$ cat config.mk
export PLATFORM = sky130hd
export DESIGN_NAME = vna_unit_vec
export DESIGN_NICKNAME = d
export VERILOG_FILES = /design/src/rtl/vna_pkg.sv /design/src/rtl/vna_unit_vec.sv
export SDC_FILE = /design/constraint.sdc
export NUM_CORES = 2
export LEC_CHECK = 0
export BUFFER_PORTS_ARGS = -buffer_cell sky130_fd_sc_hd__buf_4
export CAP_MARGIN = 10
export CORE_UTILIZATION = 28
export CTS_CLUSTER_DIAMETER = 150
export DETAILED_ROUTE_END_ITERATION = 8
export GPL_ROUTABILITY_DRIVEN = 0
export PLACE_DENSITY_LB_ADDON = 0.2
export SYNTH_ARGS = -nofsm -noshare
export SYNTH_HDL_FRONTEND = slang
export SYNTH_SLANG_ARGS = --single-unit
export TNS_END_PERCENT = 5
$ cat constraint.sdc
create_clock -name clk -period 26 [get_ports clk]
set_clock_uncertainty 0.1 [all_clocks]
set_input_delay 5.2 -clock clk [delete_from_list [all_inputs] [get_ports clk]]
set_output_delay 5.2 -clock clk [all_outputs]
set_load 0.02 [all_outputs]
$ cat src/rtl/vna_pkg.sv
// shared constants and types for the vertex normal accumulator
// no dependencies; imported by vna_unit_vec, the top level and the testbench
package vna_pkg;

    localparam int MAX_VERTICES = 1024;
    localparam int ADDR_W       = $clog2(MAX_VERTICES);
    localparam int CNT_W        = ADDR_W + 1;
    localparam int POS_W        = 32;
    localparam int SUM_WIDTH    = 24;
    localparam int VEC_W        = 48;
    localparam int NRM_W        = 16;

    typedef enum logic [1:0] {
        OP_STORE = 2'd0,
        OP_FACE  = 2'd1,
        OP_READ  = 2'd2
    } opcode_t;

    typedef logic signed [VEC_W-1:0] vec_t;
    typedef logic signed [NRM_W-1:0] nrm_t;

endpackage

$ cat src/rtl/vna_unit_vec.sv
// iterative unit-vector unit: scale, sum of squares, bit-serial square root,
// restoring division per component; depends on vna_pkg
module vna_unit_vec
    import vna_pkg::*;
(
    input  logic clk,
    input  logic rst_n,
    input  logic start,
    input  vec_t vin_x,
    input  vec_t vin_y,
    input  vec_t vin_z,
    output logic done,
    output nrm_t q_x,
    output nrm_t q_y,
    output nrm_t q_z
);

    localparam int SQ_W  = 63;
    localparam int NR_W  = 31;
    localparam int DIV_W = 46;
    localparam int QB    = 15;

    typedef enum logic [2:0] {
        U_IDLE, U_NORM, U_SQ, U_SQRT, U_DIVLD, U_DIV
    } ustate_t;

    ustate_t           state_reg;
    logic [VEC_W-1:0]  m_reg [3];
    logic              neg_reg [3];
    logic [SQ_W-1:0]   ss_reg;
    logic [SQ_W-1:0]   x_reg;
    logic [SQ_W-1:0]   r_reg;
    logic [SQ_W-1:0]   bit_reg;
    logic [DIV_W-1:0]  rem_reg;
    logic [QB-1:0]     quo_reg;
    logic [3:0]        sh_reg;
    logic [1:0]        idx_reg;
    nrm_t              q_reg [3];
    logic              done_reg;

    logic [VEC_W-1:0]  mag_in [3];
    logic [VEC_W-1:0]  or_m;
    logic [29:0]       m_lo;
    logic [59:0]       sq;
    logic [SQ_W-1:0]   sq_sum;
    logic [SQ_W-1:0]   rb;
    logic [NR_W-1:0]   nrm;
    logic [DIV_W-1:0]  den;
    logic              ge;
    logic [QB-1:0]     quo_next;
    nrm_t              q_signed;

    // magnitudes of the incoming vector
    always_comb
    begin
        mag_in[0] = vin_x[VEC_W-1] ? VEC_W'(-vin_x) : VEC_W'(vin_x);
        mag_in[1] = vin_y[VEC_W-1] ? VEC_W'(-vin_y) : VEC_W'(vin_y);
        mag_in[2] = vin_z[VEC_W-1] ? VEC_W'(-vin_z) : VEC_W'(vin_z);
    end

    // datapath for the scaling, squaring, root and division steps
    always_comb
    begin
        or_m     = m_reg[0] | m_reg[1] | m_reg[2];
        m_lo     = m_reg[idx_reg][29:0];
        sq       = m_lo * m_lo;
        sq_sum   = ss_reg + SQ_W'(sq);
        rb       = r_reg + bit_reg;
        nrm      = r_reg[NR_W-1:0];
        den      = DIV_W'({15'd0, nrm} << sh_reg);
        ge       = (rem_reg >= den);
        quo_next = quo_reg | (ge ? QB'(QB'(1) << sh_reg) : QB'(0));
        q_signed = neg_reg[idx_reg] ? -nrm_t'({1'b0, quo_next})
                                    : nrm_t'({1'b0, quo_next});
    end

    // sequencer
    always_ff @(posedge clk or negedge rst_n)
    begin
        if (!rst_n)
        begin
            state_reg <= U_IDLE;
            done_reg  <= 1'b0;
        end
        else
        begin
            done_reg <= 1'b0;
            case (state_reg)
                U_IDLE:
                begin
                    if (start)
                    begin
                        m_reg[0]   <= mag_in[0];
                        m_reg[1]   <= mag_in[1];
                        m_reg[2]   <= mag_in[2];
                        neg_reg[0] <= vin_x[VEC_W-1];
                        neg_reg[1] <= vin_y[VEC_W-1];
                        neg_reg[2] <= vin_z[VEC_W-1];
                        if ((mag_in[0] | mag_in[1] | mag_in[2]) == '0)
                        begin
                            q_reg[0] <= '0;
                            q_reg[1] <= '0;
                            q_reg[2] <= '0;
                            done_reg <= 1'b1;
                        end
                        else
                        begin
                            state_reg <= U_NORM;
                        end
                    end
                end
                // bring the largest magnitude into [2^29, 2^30)
                U_NORM:
                begin
                    if (|or_m[VEC_W-1:30])
                    begin
                        m_reg[0] <= m_reg[0] >> 1;
                        m_reg[1] <= m_reg[1] >> 1;
                        m_reg[2] <= m_reg[2] >> 1;
                    end
                    else if (!or_m[29])
                    begin
                        m_reg[0] <= m_reg[0] << 1;
                        m_reg[1] <= m_reg[1] << 1;
                        m_reg[2] <= m_reg[2] << 1;
                    end
                    else
                    begin
                        ss_reg    <= '0;
                        idx_reg   <= 2'd0;
                        state_reg <= U_SQ;
                    end
                end
                // sum of squares, one component a cycle
                U_SQ:
                begin
                    ss_reg <= sq_sum;
                    if (idx_reg == 2'd2)
                    begin
                        x_reg     <= sq_sum;
                        r_reg     <= '0;
                        bit_reg   <= SQ_W'(1) << 62;
                        state_reg <= U_SQRT;
                    end
                    else
                    begin
                        idx_reg <= idx_reg + 2'd1;
                    end
                end
                // floor square root, two bits of radicand a cycle
                U_SQRT:
                begin
                    if (x_reg >= rb)
                    begin
                        x_reg <= x_reg - rb;
                        r_reg <= (r_reg >> 1) + bit_reg;
                    end
                    else
                    begin
                        r_reg <= r_reg >> 1;
                    end
                    bit_reg <= bit_reg >> 2;
                    if (bit_reg == SQ_W'(1))
                    begin
                        idx_reg   <= 2'd0;
                        state_reg <= U_DIVLD;
                    end
                end
                // rounded dividend for one component
                U_DIVLD:
                begin
                    rem_reg   <= DIV_W'({m_lo, 14'd0}) + DIV_W'(nrm >> 1);
                    quo_reg   <= '0;
                    sh_reg    <= 4'(QB - 1);
                    state_reg <= U_DIV;
                end
                // restoring division, one quotient bit a cycle
                U_DIV:
                begin
                    if (ge)
                    begin
                        rem_reg <= rem_reg - den;
                    end
                    quo_reg <= quo_next;
                    sh_reg  <= sh_reg - 4'd1;
                    if (sh_reg == 4'd0)
                    begin
                        q_reg[idx_reg] <= q_signed;
                        if (idx_reg == 2'd2)
                        begin
                            done_reg  <= 1'b1;
                            state_reg <= U_IDLE;
                        end
                        else
                        begin
                            idx_reg   <= idx_reg + 2'd1;
                            state_reg <= U_DIVLD;
                        end
                    end
                end
                default:
                begin
                    state_reg <= U_IDLE;
                end
            endcase
        end
    end

    assign done = done_reg;
    assign q_x  = q_reg[0];
    assign q_y  = q_reg[1];
    assign q_z  = q_reg[2];

endmodule

==> implementation parameters <==
Parameter                              Value

Setup path
  Worst EP required ... 26.31 ns
  Reg2reg setup slack ... 14.73 ns
  Worst R2R Path Depth ... 31
  CP bufs+invs ... 8
  Start-to-end type of the worst setup path ... flop to flop
  Crit-path leading delay family ... adder cells
  Endpoint arrival time on the critical path ... 11.58 ns
  Reg-to-Reg End ... x_reg[61]
  Crit path max-delay cell type ... sky130_fd_sc_hd__clkinv_1
  Critical Path Source Type ... flop
  Most repeated library cell on the critical path ... sky130_fd_sc_hd__fa_1
  Top fanout value on the critical path ... 30
  Endpoint kind of the worst setup timing path ... flop
  Slowest Stage Delay on Critical Path ... 1.13 ns

Timing
  Final period demand of the worst path ... 11.27 ns
  Final Hold Vio Count ... 0
  Part of the cycle the worst path needs ... 0.433
  Endpoints failing setup ... 0
  Sum Neg Setup Slack ... 0 ns
  Final WS setup ... 14.73 ns
  Transition time of the tightest slew-check pin ... 1.24 ns
  Setup repair after global routing missed its margin ... false
  Achievable frequency ... 88.8 MHz
  Worst rel slew slack ... 0.172
  Final-report max-slew violation count ... 0

Route
  Detailed Route Iter0 Violations ... 4,237
  Routed vias/inst ... 5.15
  Post-DR wirelength/cell ... 22.3 um
  Total via count in the routed design ... 53,700
  Final WL ... 233 mm
  Post-DRT Antenna Nets ... 0
  Drt drc ... 0
  Detailed-router iteration count before antenna repair ... 5

Layout
  Final core utilization ... 0.312
  Most frequent standard cell in the layout excluding fill and tap cells ... sky130_fd_sc_hd__inv_1
  Fillcell total ... 24,500
  Area used by sequential logic in the layout ... 14,600 um^2
  Final layout net count ... 8,697
  Largest register FFs ... 144
  Final design area excluding fillers ... 72,500 um^2
  Combined area of the multi-input logic cells ... 45,700 um^2
  Highest-count cells in the layout ignoring fill and taps ... sky130_fd_sc_hd__inv_1, sky130_fd_sc_hd__fa_1, sky130_fd_sc_hd__nand2_1, sky130_fd_sc_hd__nor2_1, sky130_fd_sc_hd__edfxtp_1
  Fraction of final layout cells with drive strength greater than 1 ... 0.0683
  Area delta synth->final ... 10.7%

Synth
  Net count of the mapped netlist ... 8,699
  Instance count of the mapped netlist ... 7,342
  Number of unique standard cell types used by synthesis ... 91
  FF+latch count, synth ... 489
  Register area share after synthesis ... 0.224
  Number of enable-type register cells in the synthesized netlist ... 483
  Share of synthesized registers carrying an async set or reset ... 0.00818
  Synth warnings ... 0
  Mean area per synthesized cell ... 8.92 um^2
  Post-synthesis cell area ... 65,500 um^2
  Main synth FF type ... sky130_fd_sc_hd__edfxtp_1

Job
  Maxcap violations ... 0

Floorplan
  Starting utilization of the core area ... 0.282
  Number of primary I/O pins ... 196
  Row Count ... 177
  Core Box Area ... 233,000 um^2
  Die Height ... 486 um
  Horiz. Die Dim ... 486 um
  Full die area ... 236,000 um^2

CTS
  CTS tree ... built
  Max Buffers Root-to-Sink ... 3
  H-Tree Depth ... 3
  Worst skew pair latency ... 0.70 ns
  Number of buffers added by the clock tree synthesis step ... 70
  Resize count post-CTS ... 0
  Sinks on the clock net ... 489
  # Post-CTS Setup Buffers ... 0
  Hold Buf Count CTS ... 0
  Clk slew on worst S/H paths ... 0.06 ns
  Clk Tree Root Cell ... sky130_fd_sc_hd__clkbuf_16

GRT
  Total gr overflow ... 0
  Number of antenna violations at the first check in global routing ... 8
  GRT Resource Usage Total ... 0.196
  Global-route wire length before repair ... 351 mm
  Number of global-route vias before repair ... 54,800
  Maximum number of pins on one net before global-route repair ... 192

Outcome
  Run status ... finished, final reports clean

Worst hold path
  Critical hold path startpoint ... m_reg[0][16]
  Type of the worst min-delay path ... flop to flop
  Worst Hold Path EP ... m_reg[0][17]
  Number of cells traversed by the worst hold path ... 2

Place
  Placed standard-cell area ... 70,200 um^2
  Post-detail-place hpwl ... 183 mm
  Number of port buffers ... 195
  Place WS ... 14.42 ns
worst max-delay path by stage:
stage | depth (start not counted) | slack, ns | end
CTS | 30 | 14.42 | x_reg[61]
finish | 31 | 14.73 | x_reg[61]
global placement | 30 | 14.49 | x_reg[61]
detailed placement | 30 | 14.42 | x_reg[61]
floorplan | 3 | 8.71 | x_reg[0]
global route | 26 | 14.29 | x_reg[62]
cells in the mapped netlist (12+ instances only):
master	count	area, um^2
sky130_fd_sc_hd__inv_1	1025	3850
sky130_fd_sc_hd__fa_1	752	15100
sky130_fd_sc_hd__nand2_1	740	2780
sky130_fd_sc_hd__nor2_1	740	2780
sky130_fd_sc_hd__edfxtp_1	483	14500
sky130_fd_sc_hd__ha_1	458	5730
sky130_fd_sc_hd__o21ai_0	415	2080
sky130_fd_sc_hd__a21oi_1	349	1750
sky130_fd_sc_hd__clkbuf_1	309	1160
sky130_fd_sc_hd__xor2_1	232	2030
sky130_fd_sc_hd__xnor2_1	209	1830
sky130_fd_sc_hd__a21o_1	138	1040
sky130_fd_sc_hd__mux2i_1	108	1080
sky130_fd_sc_hd__a211oi_1	105	788
sky130_fd_sc_hd__a31oi_1	97	607
sky130_fd_sc_hd__nand3_1	94	470
sky130_fd_sc_hd__nand4_1	92	576
sky130_fd_sc_hd__and3_1	90	563
sky130_fd_sc_hd__nor3_1	83	415
sky130_fd_sc_hd__o21a_1	72	541
sky130_fd_sc_hd__nor4_1	59	369
sky130_fd_sc_hd__or3_1	55	344
sky130_fd_sc_hd__o31ai_1	50	375
sky130_fd_sc_hd__and2_1	43	269
sky130_fd_sc_hd__nor2b_1	43	269
sky130_fd_sc_hd__o21bai_1	40	300
sky130_fd_sc_hd__nand2b_1	32	200
sky130_fd_sc_hd__o41ai_1	32	280
sky130_fd_sc_hd__buf_1	29	109
sky130_fd_sc_hd__or2_2	28	175
sky130_fd_sc_hd__a31o_2	27	236
sky130_fd_sc_hd__or4_1	26	195
sky130_fd_sc_hd__o211ai_1	22	165
sky130_fd_sc_hd__mux4_2	18	405
sky130_fd_sc_hd__and4_1	13	114
sky130_fd_sc_hd__a211o_1	12	105
sky130_fd_sc_hd__buf_2	12	60.1
sky130_fd_sc_hd__mux2_2	12	135
worst min-delay path, cell delays in order, from the launching register on:
cell and delay [ns]:
sky130_fd_sc_hd__edfxtp_1 0.37, sky130_fd_sc_hd__nand2_1 0.05, sky130_fd_sc_hd__o21ai_0 0.06
kinds of logic after synthesis:
family                     synth area share
AOI/OAI and AO/OA                     0.145
adders and majority gates             0.317
buffers and inverters                0.0802
DFF                                   0.224
muxes                                0.0247
and+or+nand+nor                       0.151
xor gates and xnor gates             0.0590
cell type report:
type                       instances  area share
timing repair buffer             279      0.0291
inverter                        1038      0.0538
sequential                       489       0.202
clock buffer                      86      0.0256
clock inverter                    39     0.00621
antenna                            4    0.000138
multi-input combinational       5462       0.631
tap                             3043      0.0525
through the flow:
stage	hold WS (ns)	instances
floorplan	0.439	7342
global placement	0.463	10300
detailed placement	0.469	10300
CTS	0.450	10400
global route	0.515	10400
finish	0.465	10400
metal layers:
metal | global-route usage | wire (um) | vias to the layer above
met5 | 0 | 7 | -
met4 | 0.0540 | 6390 | 2
met3 | 0.0277 | 14200 | 288
met2 | 0.321 | 109000 | 1697
met1 | 0.268 | 104000 | 26900
li1 | - | - | 24900
Power is left out: the tool's default activity adds up to more than one toggle a clock period on the data nets, which glitch-free logic cannot reach.
